**src/rtl/mexp_pkg.sv**
```systemverilog
// Shared types and constants for the modular exponentiation block.
package mexp_pkg;

    // Field widths fixed by the interface.
    localparam int BASE_W = 32;
    localparam int EXP_W  = 32;
    localparam int MOD_W  = 31;

    // Multiplier operand is scanned one bit per cycle, most significant first.
    localparam int OPY_W = 32;
    localparam int CNT_W = 6;

    // Bit counts for the two kinds of operation on the shared unit.
    localparam logic [CNT_W-1:0] NBITS_REDUCE  = CNT_W'(OPY_W);
    localparam logic [CNT_W-1:0] NBITS_PRODUCT = CNT_W'(MOD_W);

    // Modulus after reset: ten to the ninth plus seven.
    localparam logic [MOD_W-1:0] MODULUS_RESET = 31'd1000000007;

    // Configuration register byte address.
    localparam int ADDR_W = 2;
    localparam logic [ADDR_W-1:0] ADDR_MODULUS = 2'd0;

    // Request to the shared modular multiplier.
    typedef struct packed {
        logic              start;
        logic [MOD_W-1:0]  x;
        logic [OPY_W-1:0]  y;
        logic [CNT_W-1:0]  nbits;
    } mexp_req_t;

    // Response from the shared modular multiplier.
    typedef struct packed {
        logic              done;
        logic [MOD_W-1:0]  result;
    } mexp_rsp_t;

endpackage

```
**src/rtl/mexp_if.sv**
```systemverilog
// Valid/ready channel interfaces for input and result words.
interface mexp_in_if import mexp_pkg::*; ();
    logic              valid;
    logic              ready;
    logic [BASE_W-1:0] base;
    logic [EXP_W-1:0]  exponent;

    modport source (output valid, output base, output exponent, input ready);
    modport sink   (input valid, input base, input exponent, output ready);
endinterface

interface mexp_out_if import mexp_pkg::*; ();
    logic             valid;
    logic             ready;
    logic [MOD_W-1:0] power_result;

    modport source (output valid, output power_result, input ready);
    modport sink   (input valid, input power_result, output ready);
endinterface

```
**src/rtl/modular_exponentiation.sv**
```systemverilog
// Top level: right-to-left square-and-multiply modular exponentiation.
// Computes base^exponent mod modulus, one word at a time. The base is first
// reduced by the shared bit-serial modular multiplier, then each exponent bit
// below the highest set bit costs a square and, for a set bit, a multiply, on
// that same unit; the highest set bit costs only a multiply. A modulus below
// two skips the multiplier and answers zero. An exponent of zero still pays for
// the base reduction. Only the low EXP_BITS exponent bits are used. The input
// is not ready while a word is in work; a finished result sits in an output
// register, so the next word can be taken while the result waits. Write the
// modulus only while the block is idle.
module modular_exponentiation import mexp_pkg::*; #(
    parameter int EXP_BITS = 32
) (
    input  logic              clk,
    input  logic              rst_n,
    input  logic              psel,
    input  logic              penable,
    input  logic              pwrite,
    input  logic [ADDR_W-1:0] paddr,
    input  logic [31:0]       pwdata,
    output logic [31:0]       prdata,
    output logic              pready,
    mexp_in_if.sink           in_ch,
    mexp_out_if.source        out_ch
);

    localparam int EXP_SCAN = (EXP_BITS < EXP_W) ? EXP_BITS : EXP_W;
    localparam logic [EXP_W-1:0] EXP_MASK =
        (EXP_SCAN >= EXP_W) ? {EXP_W{1'b1}} : ((EXP_W'(1) << EXP_SCAN) - EXP_W'(1));

    localparam logic [2:0] ST_IDLE  = 3'd0;
    localparam logic [2:0] ST_RED   = 3'd1;
    localparam logic [2:0] ST_CHECK = 3'd2;
    localparam logic [2:0] ST_MUL   = 3'd3;
    localparam logic [2:0] ST_SQR   = 3'd4;
    localparam logic [2:0] ST_OUT   = 3'd5;

    logic [MOD_W-1:0] modulus;
    mexp_req_t        req_reg, req_next;
    mexp_rsp_t        rsp;

    logic [2:0]       state_reg, state_next;
    logic [MOD_W-1:0] acc_reg, acc_next;
    logic [MOD_W-1:0] sq_reg, sq_next;
    logic [EXP_W-1:0] exp_reg, exp_next;
    logic             out_valid_reg, out_valid_next;
    logic [MOD_W-1:0] result_reg, result_next;
    logic             in_fire;
    logic             out_free;

    mexp_apb u_apb (
        .clk     (clk),
        .rst_n   (rst_n),
        .psel    (psel),
        .penable (penable),
        .pwrite  (pwrite),
        .paddr   (paddr),
        .pwdata  (pwdata),
        .prdata  (prdata),
        .pready  (pready),
        .modulus (modulus)
    );

    mexp_mulmod u_mulmod (
        .clk     (clk),
        .rst_n   (rst_n),
        .modulus (modulus),
        .req     (req_reg),
        .rsp     (rsp)
    );

    assign in_ch.ready = (state_reg == ST_IDLE);
    assign in_fire     = in_ch.valid && in_ch.ready;
    assign out_free    = !out_valid_reg || out_ch.ready;

    // Sequencer: reduce the base, then walk the exponent bits on the shared unit.
    always_comb
    begin
        state_next     = state_reg;
        acc_next       = acc_reg;
        sq_next        = sq_reg;
        exp_next       = exp_reg;
        req_next       = req_reg;
        req_next.start = 1'b0;
        out_valid_next = out_valid_reg;
        result_next    = result_reg;

        if (out_valid_reg && out_ch.ready)
        begin
            out_valid_next = 1'b0;
        end

        case (state_reg)
            ST_IDLE:
            begin
                if (in_fire)
                begin
                    exp_next = in_ch.exponent & EXP_MASK;
                    acc_next = MOD_W'(1);
                    if (modulus < MOD_W'(2))
                    begin
                        acc_next   = '0;
                        state_next = ST_OUT;
                    end
                    else
                    begin
                        req_next.start = 1'b1;
                        req_next.x     = MOD_W'(1);
                        req_next.y     = in_ch.base;
                        req_next.nbits = NBITS_REDUCE;
                        state_next     = ST_RED;
                    end
                end
            end
            ST_RED:
            begin
                if (rsp.done)
                begin
                    sq_next    = rsp.result;
                    state_next = ST_CHECK;
                end
            end
            ST_CHECK:
            begin
                req_next.nbits = NBITS_PRODUCT;
                if (exp_reg == '0)
                begin
                    state_next = ST_OUT;
                end
                else if (exp_reg[0])
                begin
                    req_next.start = 1'b1;
                    req_next.x     = acc_reg;
                    req_next.y     = {sq_reg, 1'b0};
                    state_next     = ST_MUL;
                end
                else
                begin
                    req_next.start = 1'b1;
                    req_next.x     = sq_reg;
                    req_next.y     = {sq_reg, 1'b0};
                    state_next     = ST_SQR;
                end
            end
            ST_MUL:
            begin
                if (rsp.done)
                begin
                    acc_next = rsp.result;
                    if (exp_reg[EXP_W-1:1] == '0)
                    begin
                        state_next = ST_OUT;
                    end
                    else
                    begin
                        req_next.start = 1'b1;
                        req_next.x     = sq_reg;
                        req_next.y     = {sq_reg, 1'b0};
                        req_next.nbits = NBITS_PRODUCT;
                        state_next     = ST_SQR;
                    end
                end
            end
            ST_SQR:
            begin
                if (rsp.done)
                begin
                    sq_next    = rsp.result;
                    exp_next   = {1'b0, exp_reg[EXP_W-1:1]};
                    state_next = ST_CHECK;
                end
            end
            ST_OUT:
            begin
                if (out_free)
                begin
                    out_valid_next = 1'b1;
                    result_next    = acc_reg;
                    state_next     = ST_IDLE;
                end
            end
            default:
            begin
                state_next = ST_IDLE;
            end
        endcase
    end

    always_ff @(posedge clk or negedge rst_n)
    begin
        if (!rst_n)
        begin
            state_reg     <= ST_IDLE;
            out_valid_reg <= 1'b0;
            req_reg       <= '0;
        end
        else
        begin
            state_reg     <= state_next;
            out_valid_reg <= out_valid_next;
            req_reg       <= req_next;
        end
    end

    always_ff @(posedge clk)
    begin
        acc_reg    <= acc_next;
        sq_reg     <= sq_next;
        exp_reg    <= exp_next;
        result_reg <= result_next;
    end

    assign out_ch.valid        = out_valid_reg;
    assign out_ch.power_result = result_reg;

endmodule

```
**src/rtl/mexp_mulmod.sv**
```systemverilog
// Bit-serial interleaved modular multiplier: (x * y) mod m, one y bit per cycle.
module mexp_mulmod import mexp_pkg::*; (
    input  logic             clk,
    input  logic             rst_n,
    input  logic [MOD_W-1:0] modulus,
    input  mexp_req_t        req,
    output mexp_rsp_t        rsp
);

    logic [MOD_W-1:0] acc_reg, acc_next;
    logic [MOD_W-1:0] x_reg, x_next;
    logic [OPY_W-1:0] y_reg, y_next;
    logic [CNT_W-1:0] cnt_reg, cnt_next;
    logic             busy_reg, busy_next;
    logic             done_reg, done_next;

    logic [MOD_W:0] dbl;
    logic [MOD_W:0] dbl_red;
    logic [MOD_W:0] sum;
    logic [MOD_W:0] sum_red;
    logic [MOD_W:0] mod_ext;

    // One step: double the partial result, reduce, add x when the bit is set, reduce.
    // The partial result stays below m, so each reduction needs one subtract at most.
    always_comb
    begin
        mod_ext = {1'b0, modulus};
        dbl     = {acc_reg, 1'b0};
        dbl_red = (dbl >= mod_ext) ? (dbl - mod_ext) : dbl;
        sum     = dbl_red + (y_reg[OPY_W-1] ? {1'b0, x_reg} : '0);
        sum_red = (sum >= mod_ext) ? (sum - mod_ext) : sum;
    end

    // Sequencing of the bit scan.
    always_comb
    begin
        acc_next  = acc_reg;
        x_next    = x_reg;
        y_next    = y_reg;
        cnt_next  = cnt_reg;
        busy_next = busy_reg;
        done_next = 1'b0;
        if (req.start)
        begin
            acc_next  = '0;
            x_next    = req.x;
            y_next    = req.y;
            cnt_next  = req.nbits;
            busy_next = 1'b1;
        end
        else if (busy_reg)
        begin
            acc_next = sum_red[MOD_W-1:0];
            y_next   = {y_reg[OPY_W-2:0], 1'b0};
            cnt_next = cnt_reg - CNT_W'(1);
            if (cnt_reg == CNT_W'(1))
            begin
                busy_next = 1'b0;
                done_next = 1'b1;
            end
        end
    end

    always_ff @(posedge clk or negedge rst_n)
    begin
        if (!rst_n)
        begin
            busy_reg <= 1'b0;
            done_reg <= 1'b0;
            cnt_reg  <= '0;
        end
        else
        begin
            busy_reg <= busy_next;
            done_reg <= done_next;
            cnt_reg  <= cnt_next;
        end
    end

    always_ff @(posedge clk)
    begin
        acc_reg <= acc_next;
        x_reg   <= x_next;
        y_reg   <= y_next;
    end

    assign rsp.done   = done_reg;
    assign rsp.result = acc_reg;

endmodule

```
**src/rtl/mexp_apb.sv**
```systemverilog
// APB configuration port holding the modulus register.
module mexp_apb import mexp_pkg::*; (
    input  logic              clk,
    input  logic              rst_n,
    input  logic              psel,
    input  logic              penable,
    input  logic              pwrite,
    input  logic [ADDR_W-1:0] paddr,
    input  logic [31:0]       pwdata,
    output logic [31:0]       prdata,
    output logic              pready,
    output logic [MOD_W-1:0]  modulus
);

    logic [MOD_W-1:0] modulus_reg, modulus_next;

    // Write in the access phase when the address selects the modulus.
    always_comb
    begin
        modulus_next = modulus_reg;
        if (psel && penable && pwrite && (paddr == ADDR_MODULUS))
        begin
            modulus_next = pwdata[MOD_W-1:0];
        end
    end

    always_ff @(posedge clk or negedge rst_n)
    begin
        if (!rst_n)
        begin
            modulus_reg <= MODULUS_RESET;
        end
        else
        begin
            modulus_reg <= modulus_next;
        end
    end

    // Read back; unmapped addresses return zero.
    always_comb
    begin
        prdata = '0;
        if (paddr == ADDR_MODULUS)
        begin
            prdata = {1'b0, modulus_reg};
        end
    end

    assign pready  = 1'b1;
    assign modulus = modulus_reg;

endmodule

```
**src/flat_wrapper.sv**
```systemverilog
// flat-port wrapper written by rule: the top's interface ports become plain ports
module modular_exponentiation_flat import mexp_pkg::*;
#(
    parameter int EXP_BITS = 32
)
  (clk, rst_n, psel, penable, pwrite, paddr, pwdata, prdata, pready, in_ch_valid, in_ch_base, in_ch_exponent, in_ch_ready, out_ch_valid, out_ch_power_result, out_ch_ready);
  mexp_in_if in_ch_i ();
  mexp_out_if out_ch_i ();
  input  logic clk;
  input  logic rst_n;
  input  logic psel;
  input  logic penable;
  input  logic pwrite;
  input  logic [ADDR_W-1:0] paddr;
  input  logic [31:0] pwdata;
  output logic [31:0] prdata;
  output logic pready;
  input wire logic [$bits(in_ch_i.valid)-1:0] in_ch_valid;
  input wire logic [$bits(in_ch_i.base)-1:0] in_ch_base;
  input wire logic [$bits(in_ch_i.exponent)-1:0] in_ch_exponent;
  output wire logic [$bits(in_ch_i.ready)-1:0] in_ch_ready;
  output wire logic [$bits(out_ch_i.valid)-1:0] out_ch_valid;
  output wire logic [$bits(out_ch_i.power_result)-1:0] out_ch_power_result;
  input wire logic [$bits(out_ch_i.ready)-1:0] out_ch_ready;
  assign in_ch_i.valid = in_ch_valid;
  assign in_ch_i.base = in_ch_base;
  assign in_ch_i.exponent = in_ch_exponent;
  assign in_ch_ready = in_ch_i.ready;
  assign out_ch_valid = out_ch_i.valid;
  assign out_ch_power_result = out_ch_i.power_result;
  assign out_ch_i.ready = out_ch_ready;
  modular_exponentiation #(.EXP_BITS(EXP_BITS)) u_core (.clk(clk), .rst_n(rst_n), .psel(psel), .penable(penable), .pwrite(pwrite), .paddr(paddr), .pwdata(pwdata), .prdata(prdata), .pready(pready), .in_ch(in_ch_i), .out_ch(out_ch_i));
endmodule
```
**config.mk**
```make
export PLATFORM = sky130hd
export DESIGN_NAME = modular_exponentiation_flat
export DESIGN_NICKNAME = d
export VERILOG_FILES = /design/src/rtl/mexp_pkg.sv /design/src/rtl/mexp_if.sv /design/src/rtl/modular_exponentiation.sv /design/src/rtl/mexp_mulmod.sv /design/src/rtl/mexp_apb.sv /design/src/flat_wrapper.sv
export SDC_FILE = /design/constraint.sdc
export NUM_CORES = 1
export LEC_CHECK = 0
export BUFFER_PORTS_ARGS = -buffer_cell sky130_fd_sc_hd__buf_2
export CAP_MARGIN = 10
export CORE_MARGIN = 2
export CORE_UTILIZATION = 58
export DETAILED_ROUTE_END_ITERATION = 10
export GPL_ROUTABILITY_DRIVEN = 0
export PLACE_DENSITY = 0.78
export SYNTH_ARGS = -nofsm -noshare
export SYNTH_HDL_FRONTEND = slang
export SYNTH_SLANG_ARGS = --single-unit
```
**constraint.sdc**
```tcl
create_clock -name clk -period 9.55 [get_ports clk]
set_input_delay 1.4325 -clock clk [delete_from_list [all_inputs] [get_ports clk]]
set_output_delay 1.4325 -clock clk [all_outputs]
set_load 0.1 [all_outputs]
```
==> reports/results.tsv, run 1 <==
metric	value	unit
commonest non-fill, non-tap cell in the layout	edfxtp_1	
Post-Synth Adder-Cell Area	6.96	%
commonest non-fill, non-tap cells in the layout	188 x edfxtp_1, 166 x buf_2, 142 x nand2_1, 96 x inv_1, 95 x ha_1	
DR pass1 iterations	8	
DRT iter0 DRCs	1179	
critical path fanouts, max	34	
ant diodes	0	
Gates resized, CTS repair	0	
Routed Antenna Nets	0	
final hold viol count	0	
die height	180	um
Final HPWL DP	30700	um
Initial Util	58.8	%
CTS tree	yes	
DIE AREA	32300	um2
Synth Area in Compound Gates	14.7	%
r2r setup slk	1.49	ns
hold path cells	0	
RR Endpoint	u_core.u_mulmod.acc_reg[26]	
vias per inst	6.04	
setup repair bufs after CTS	0	
number of synthesized flops with an enable pin	188	
DR WL/cell	19.3	um
period utilization	84.4	%
hold bufs inserted after CTS	0	
status	finished, final reports clean	
GRT Util Overall	26.3	%
Post-Syn Area per Cell	10.8	um2
Area growth syn-to-layout	13.3	%
CTS Sinks	328	
vias	13500	
final WL	43200	um
CP Data Required Time	9.96	ns
crit path launch	u_core.u_apb.modulus[0]	
Setup CP Type	flop to flop	
layout cell share with drive strength beyond 1	19.6	%
#FFs+latches synth	328	
CORE AREA	30500	um2
Rel. slew slack	35.2	%
fmax	124	MHz
Syn. warnings	0	
total global routing overflow	0	
root buf cell	clkbuf_16	
CTS Buf Count	35	
Syn Nets	1871	
critical path capture point type	flop	
Die X	180	um
I/O pins	171	
CTS H-tree depth	2	
Simple-Gate Fraction of Synth Area	13.0	%
Max Slew Vio Count	0	
clk_skew	0.0146	ns
RSZ-0062 raised after global routing	false	
antenna violations before repair	0	
Clk pin slew, worst setup/hold paths	0.06	ns
Top FF cell, synth	edfxtp_1	
I/O Buffers	167	
CP endpoint	u_core.u_mulmod.acc_reg[26]	
# rows	64	
first-pass GRT wire length	68800	um
Cells after Synth	1668	
Post-Synth XOR/XNOR Area	4.40	%
crit start category	flop	
R2R depth	29	
max incr delay on CP	0.57	ns
share of synthesized flip-flops with an asynchronous set or reset	33.2	%
largest net degree at the start of global routing	82	
synthesized area	17900	um2
# nets final	2022	
sequential-to-total area share from yosys stat	50.3	%
final setup fails	0	
CTS max path bufs	3	
Crit-path slowest cell	dfstp_2	
Distinct cells, synth	74	
MaxCap Viol Count	0	
DRC Markers	0	
setup TNS	0	ns
max reg flops	66	
post-synthesis mux area share	6.98	%
worst skew pair latency	0.52	ns
largest family of logic cells by synthesized area	compound AO/OA/AOI/OAI gates	
vias in the first global route	13000	
HP Class	flop to flop	
final worst path period need	8.06	ns
Slew @ Worst Pin	0.972	ns
crit path DAT	8.47	ns
FF-to-FF Start	u_core.u_apb.modulus[0]	
how the worst min path moves through the flow:
stage          slack (ns)               start                             end
6_report             0.44  u_core.acc_reg[18]  u_core.out_ch.power_result[18]
5_1_grt              0.46  u_core.req_reg[41]        u_core.u_mulmod.x_reg[3]
4_1_cts              0.45  u_core.req_reg[40]        u_core.u_mulmod.x_reg[2]
3_5_place_dp         0.43  u_core.req_reg[41]        u_core.u_mulmod.x_reg[3]
3_3_place_gp         0.43  u_core.req_reg[40]        u_core.u_mulmod.x_reg[2]
2_1_floorplan        0.42  u_core.req_reg[48]       u_core.u_mulmod.x_reg[10]
stage by stage:
stage | area [um2] | util (%) | setup slack [ns] | instances | hold WS [ns]
2_1_floorplan | 17900 | - | 2.69 | 1668 | 0.424
3_3_place_gp | 19200 | 62.8 | 1.75 | 2178 | 0.427
3_5_place_dp | 19200 | 62.8 | 1.55 | 2178 | 0.433
4_1_cts | 20300 | 66.6 | 1.52 | 2242 | 0.446
5_1_grt | 20300 | 66.6 | 1.02 | 2242 | 0.456
6_report | 20300 | 66.6 | 1.49 | 2242 | 0.443
cell usage after synthesis, types with 8 or more instances:
| cell | n | area (um2) |
|---|---|---|
| edfxtp_1 | 188 | 5650 |
| nand2_1 | 142 | 533 |
| nor2_1 | 98 | 368 |
| inv_1 | 96 | 360 |
| ha_1 | 95 | 1190 |
| dfrtp_1 | 93 | 2330 |
| mux2_2 | 88 | 991 |
| o21ai_0 | 86 | 430 |
| a21oi_1 | 82 | 410 |
| clkbuf_1 | 63 | 236 |
| nor3_1 | 59 | 295 |
| xnor2_1 | 59 | 517 |
| a21o_1 | 40 | 300 |
| and2_1 | 39 | 244 |
| a211oi_1 | 35 | 263 |
| and3_1 | 34 | 213 |
| a22oi_1 | 32 | 240 |
| dfxtp_1 | 31 | 621 |
| xor2_1 | 31 | 272 |
| a222oi_1 | 30 | 300 |
| mux2i_1 | 26 | 260 |
| nand2b_1 | 22 | 138 |
| nand4_1 | 19 | 119 |
| dfstp_2 | 16 | 420 |
| nor4_1 | 16 | 100 |
| nand3_1 | 15 | 75.1 |
| o21bai_1 | 13 | 97.6 |
| a31oi_1 | 12 | 75.1 |
| o21a_1 | 11 | 82.6 |
| o21ai_1 | 10 | 50.1 |
| nor2b_1 | 8 | 50.1 |
layout make-up:
cell class                 instances  area, um2
inverter                          96        360
timing repair buffer             185        973
fill                            2297      10200
sequential                       328       9020
tap                              396        495
clock buffer                      52       1000
multi-input combinational       1173       8310
clock inverter                    12        155
kinds of logic (layout without fill, tap and decap cells):
family / count (synthesis) / after routing
AO/OA/AOI/OAI: 393 / 393
XOR/XNOR: 90 / 90
adder cells (fa/ha/maj): 98 / 98
buffers and inverters: 167 / 345
flip-flops: 328 / 328
multiplexers: 114 / 114
other: 2 / 2
AND/OR/NAND/NOR: 476 / 476
worst max-delay path: cells and delay by family, from the launching register on:
family	cells	cell delay, ns
multiplexers	2	0.50
AND/OR/NAND/NOR	8	1.40
AO/OA/AOI/OAI	13	3.34
flip-flops	1	0.57
adder cells (fa/ha/maj)	3	1.15
buffers and inverters	2	0.57
XOR/XNOR	1	0.38
metal layers:
metal | GRT usage, % | vias to the layer above | part of all wire, %
met5 | 0 | - | 0
met4 | 4.68 | 0 | 1.2
met3 | 3.69 | 43 | 8.2
met2 | 40.3 | 588 | 45
met1 | 40.3 | 6454 | 46
li1 | - | 6463 | -
Power of run 1 is not shown: default switching activity piles up to over one toggle a cycle in this logic, so the estimate is an artifact.
==> run 2: changes to the inputs <==
--- a/config.mk
+++ b/config.mk
@@ -5,6 +5,7 @@
 export SDC_FILE = /design/constraint.sdc
 export NUM_CORES = 1
 export LEC_CHECK = 0
+export ABC_AREA = 1
 export BUFFER_PORTS_ARGS = -buffer_cell sky130_fd_sc_hd__buf_2
 export CAP_MARGIN = 10
 export CORE_MARGIN = 2
==> constraint.sdc (replaced) <==
create_clock -name clk -period 7.45 [get_ports clk]
set_input_delay 1.1175 -clock clk [delete_from_list [all_inputs] [get_ports clk]]
set_output_delay 1.1175 -clock clk [all_outputs]
set_load 0.1 [all_outputs]
==> reports/results.tsv, run 2 <==
metric	value	unit
DIE AREA	35000	um2
hold_sp	u_core.req_reg[39]	
Yosys top cell area share	29.1	%
Crit-path slowest cell	dfstp_2	
final hold viol count	0	
first-pass GRT wire length	85200	um
synthesized area	19400	um2
Gates resized, CTS repair	0	
hold path cells	0	
CP Data Required Time	7.87	ns
Final HPWL DP	39300	um
# nets final	2797	
R2R depth	33	
share of synthesized flip-flops with an asynchronous set or reset	33.2	%
RR Endpoint	u_core.u_mulmod.acc_reg[20]	
# rows	67	
Cells after Synth	2443	
Rel. slew slack	33.2	%
final WL	53600	um
DR WL/cell	17.5	um
Die X	187	um
worst skew pair latency	0.54	ns
Synth area leaders	edfxtp_1 29%, dfrtp_1 12%, nand2_1 12%, inv_1 7.4%, ha_1 6.1%	
I/O pins	171	
Hold Path Sink	u_core.u_mulmod.x_reg[1]	
Syn Nets	2646	
Routed Antenna Nets	0	
count leader, synth	nand2_1	
CTS tree	yes	
max reg flops	66	
Setup CP Type	flop to flop	
vias in the first global route	16900	
Post-synth top cells	613 x nand2_1, 383 x inv_1, 242 x nor2_1	
RSZ-0062 raised after global routing	false	
number of synthesized flops with an enable pin	188	
critical path capture point type	flop	
final setup fails	0	
CTS max path bufs	3	
crit path DAT	7.23	ns
hold bufs inserted after CTS	0	
I/O Buffers	167	
MaxCap Viol Count	0	
Post-Syn Area per Cell	7.95	um2
Top FF cell, synth	edfxtp_1	
#FFs+latches synth	328	
clk_skew	0.0224	ns
Area growth syn-to-layout	13.1	%
Syn. warnings	0	
CP most frequent cell	nand2_1	
antenna violations before repair	0	
total global routing overflow	0	
CORE AREA	33300	um2
period utilization	91.4	%
setup repair bufs after CTS	0	
GRT Util Overall	30.3	%
Slew @ Worst Pin	0.998	ns
root buf cell	clkbuf_16	
largest net degree at the start of global routing	64	
FF-to-FF Start	u_core.u_apb.modulus[27]	
ant diodes	0	
final worst path period need	6.81	ns
CTS Sinks	328	
DR pass1 iterations	6	
Distinct cells, synth	47	
Initial Util	58.4	%
Clk pin slew, worst setup/hold paths	0.06	ns
HP Class	flop to flop	
critical path fanouts, max	31	
layout cell share with drive strength beyond 1	11.1	%
die height	187	um
Max Slew Vio Count	0	
Yosys top cell by area	edfxtp_1	
max incr delay on CP	0.51	ns
CTS H-tree depth	2	
status	finished, final reports clean	
vias per inst	5.71	
crit start category	flop	
DRC Markers	0	
commonest non-fill, non-tap cells in the layout	613 x nand2_1, 383 x inv_1, 237 x nor2_1, 188 x edfxtp_1, 166 x buf_2	
setup TNS	0	ns
DRT iter0 DRCs	1837	
sequential-to-total area share from yosys stat	46.4	%
vias	17500	
CTS Buf Count	36	
commonest non-fill, non-tap cell in the layout	nand2_1	
fmax	147	MHz
r2r setup slk	0.64	ns
==> run 2: logic make-up after synthesis <==
kind of cell | after synthesis | synth area share, %
flip-flops | 328 | 46.4
buffers and inverters | 466 | 9.23
other | 2 | 0.0387
adder cells (fa/ha/maj) | 98 | 6.43
AO/OA/AOI/OAI | 407 | 12.1
XOR/XNOR | 66 | 2.98
AND/OR/NAND/NOR | 1076 | 22.8
==> run 2: metal layers <==
layer / vias to the layer above / wire length (um) / track usage, %
met1: 8194 / 22200 / 41.8
met2: 874 / 24600 / 49.1
li1: 8325 / - / -
met3: 136 / 5040 / 4.41
met5: - / 0 / 0
met4: 0 / 1880 / 11.1
==> run 2: worst max path at each step <==
stage                             endpoint  cells past startpoint                      from  slack [ns]
4_1_cts        u_core.u_mulmod.acc_reg[20]                     36  u_core.u_apb.modulus[29]        0.84
6_report       u_core.u_mulmod.acc_reg[20]                     33  u_core.u_apb.modulus[27]        0.64
2_1_floorplan   u_core.u_mulmod.acc_reg[7]                     37   u_core.u_apb.modulus[0]        2.34
3_5_place_dp   u_core.u_mulmod.acc_reg[26]                     36  u_core.u_apb.modulus[29]        0.88
5_1_grt        u_core.u_mulmod.acc_reg[26]                     35  u_core.u_apb.modulus[29]        0.14
3_3_place_gp   u_core.u_mulmod.acc_reg[26]                     36  u_core.u_apb.modulus[28]        1.14
==> run 2: critical path: cells and delay by family, from the launching register on <==
kind	cells	cell delay (ns)
buf+inv	5	0.71
xor+xnor	1	0.39
fa+ha+maj	4	1.36
simple gates	18	2.73
flops	1	0.51
compound gates	5	0.96
==> run 2: through the flow <==
stage	cells	setup slack, ns	util, %	hold WS, ns	instance area (um2)
after floorplan	2443	2.34	-	0.425	19400
after global placement	3004	1.14	62.2	0.430	20700
after detailed placement	3004	0.884	62.2	0.431	20700
after CTS	3069	0.835	66.0	0.444	22000
after global routing	3069	0.138	66.0	0.457	22000
final	3069	0.639	66.0	0.446	22000
==> run 2: area by class of cell <==
class,count,area [um2]
well taps,448,561
clock buffers,47,982
multi-input cells,1649,8660
repair buffers,188,996
fillers,2776,11300
clock inverters,18,282
flip-flops and latches,328,9010
inverters,391,1470
Power of run 2 is left out for the same reason.
==> run 3: changes to the inputs <==
--- a/config.mk
+++ b/config.mk
@@ -12,6 +12,7 @@
 export CORE_UTILIZATION = 58
 export DETAILED_ROUTE_END_ITERATION = 10
 export GPL_ROUTABILITY_DRIVEN = 0
+export MAX_ROUTING_LAYER = met4
 export PLACE_DENSITY = 0.78
 export SYNTH_ARGS = -nofsm -noshare
 export SYNTH_HDL_FRONTEND = slang
==> reports/results.tsv, run 3 (synthesis results as in run 2) <==
metric	value	unit
hold path cells	0	
hold bufs inserted after CTS	0	
Rel. slew slack	33.1	%
Gates resized, CTS repair	0	
I/O pins	171	
CTS tree	yes	
max incr delay on CP	0.51	ns
commonest non-fill, non-tap cell in the layout	nand2_1	
vias	17300	
Initial Util	58.4	%
ant diodes	0	
CTS max path bufs	3	
r2r setup slk	0.72	ns
hold_sp	u_core.req_reg[39]	
max reg flops	66	
die height	187	um
RR Endpoint	u_core.u_mulmod.acc_reg[20]	
CORE AREA	33300	um2
DR WL/cell	17.4	um
Area growth syn-to-layout	13.1	%
HP Class	flop to flop	
critical path fanouts, max	31	
CP most frequent cell	nand2_1	
CTS Sinks	328	
final WL	53300	um
status	finished, final reports clean	
root buf cell	clkbuf_16	
CTS H-tree depth	2	
antenna violations before repair	0	
DRT iter0 DRCs	1831	
final setup fails	0	
crit path launch	u_core.u_apb.modulus[29]	
setup repair bufs after CTS	0	
Slew @ Worst Pin	1.00	ns
RSZ-0062 raised after global routing	false	
commonest non-fill, non-tap cells in the layout	613 x nand2_1, 383 x inv_1, 237 x nor2_1, 188 x edfxtp_1, 166 x buf_2	
Crit-path slowest cell	dfstp_2	
vias per inst	5.65	
Routed Antenna Nets	0	
final hold viol count	0	
fill cell count	2776	
first-pass GRT wire length	85100	um
Clk pin slew, worst setup/hold paths	0.06	ns
Hold Path Sink	u_core.u_mulmod.x_reg[1]	
DRC Markers	0	
FF-to-FF Start	u_core.u_apb.modulus[29]	
GRT Util Overall	31.2	%
# rows	67	
setup TNS	0	ns
vias in the first global route	16800	
DIE AREA	35000	um2
R2R depth	36	
crit start category	flop	
# nets final	2797	
final worst path period need	6.73	ns
Die X	187	um
fmax	149	MHz
period utilization	90.3	%
DR pass1 iterations	6	
critical path capture point type	flop	
layout cell share with drive strength beyond 1	11.1	%
I/O Buffers	167	
MaxCap Viol Count	0	
CP Data Required Time	7.87	ns
crit path DAT	7.15	ns
Setup CP Type	flop to flop	
worst skew pair latency	0.54	ns
clk_skew	0.0207	ns
Final HPWL DP	39300	um
largest net degree at the start of global routing	64	
CTS Buf Count	36	
total global routing overflow	0	
Max Slew Vio Count	0	
-- run 3: cell counts in the layout (fill, tap and decap cells not counted) --
No cell type changed its count.
-- run 3: worst max-delay path by stage --
| stage | end | slack [ns] |
|---|---|---|
| detailed placement | u_core.u_mulmod.acc_reg[26] | 0.88 |
| CTS | u_core.u_mulmod.acc_reg[20] | 0.84 |
| finish | u_core.u_mulmod.acc_reg[20] | 0.72 |
| floorplan | u_core.u_mulmod.acc_reg[7] | 2.34 |
| global placement | u_core.u_mulmod.acc_reg[26] | 1.14 |
| global route | u_core.u_mulmod.acc_reg[26] | 0.14 |
-- run 3: layout make-up --
type	count	area [um2]	share of cell area, %
clock buffers	47	982	4.47
flip-flops and latches	328	9010	41.0
multi-input cells	1649	8660	39.4
clock inverters	18	282	1.28
well taps	448	561	2.55
repair buffers	188	996	4.54
inverters	391	1470	6.68
-- run 3: stage by stage --
| step | worst slack, ns | instance area (um2) | std cells | util (%) | hold slack, ns |
|---|---|---|---|---|---|
| after floorplan | 2.34 | 19400 | 2443 | - | 0.425 |
| after global placement | 1.14 | 20700 | 3004 | 62.2 | 0.430 |
| after detailed placement | 0.884 | 20700 | 3004 | 62.2 | 0.431 |
| after CTS | 0.835 | 22000 | 3069 | 66.0 | 0.444 |
| after global routing | 0.138 | 22000 | 3069 | 66.0 | 0.457 |
| final | 0.722 | 22000 | 3069 | 66.0 | 0.445 |
-- run 3: critical path, delay by kind of cell (launching register included) --
| kind | cells | cell delay (ns) |
|---|---|---|
| AOI/OAI and AO/OA | 3 | 0.67 |
| and+or+nand+nor | 24 | 3.38 |
| adders and majority gates | 4 | 1.35 |
| DFF | 1 | 0.51 |
| buffers and inverters | 5 | 0.69 |
-- run 3: metal layers --
metal / global-route usage, % / routed length (um) / vias up
li1: - / - / 8319
met1: 41.8 / 22100 / 8039
met2: 49.1 / 24400 / 823
met3: 4.22 / 4920 / 147
met4: 11.2 / 1910 / 0
met5: - / 0 / -
Power of run 3 is left out for the same reason.
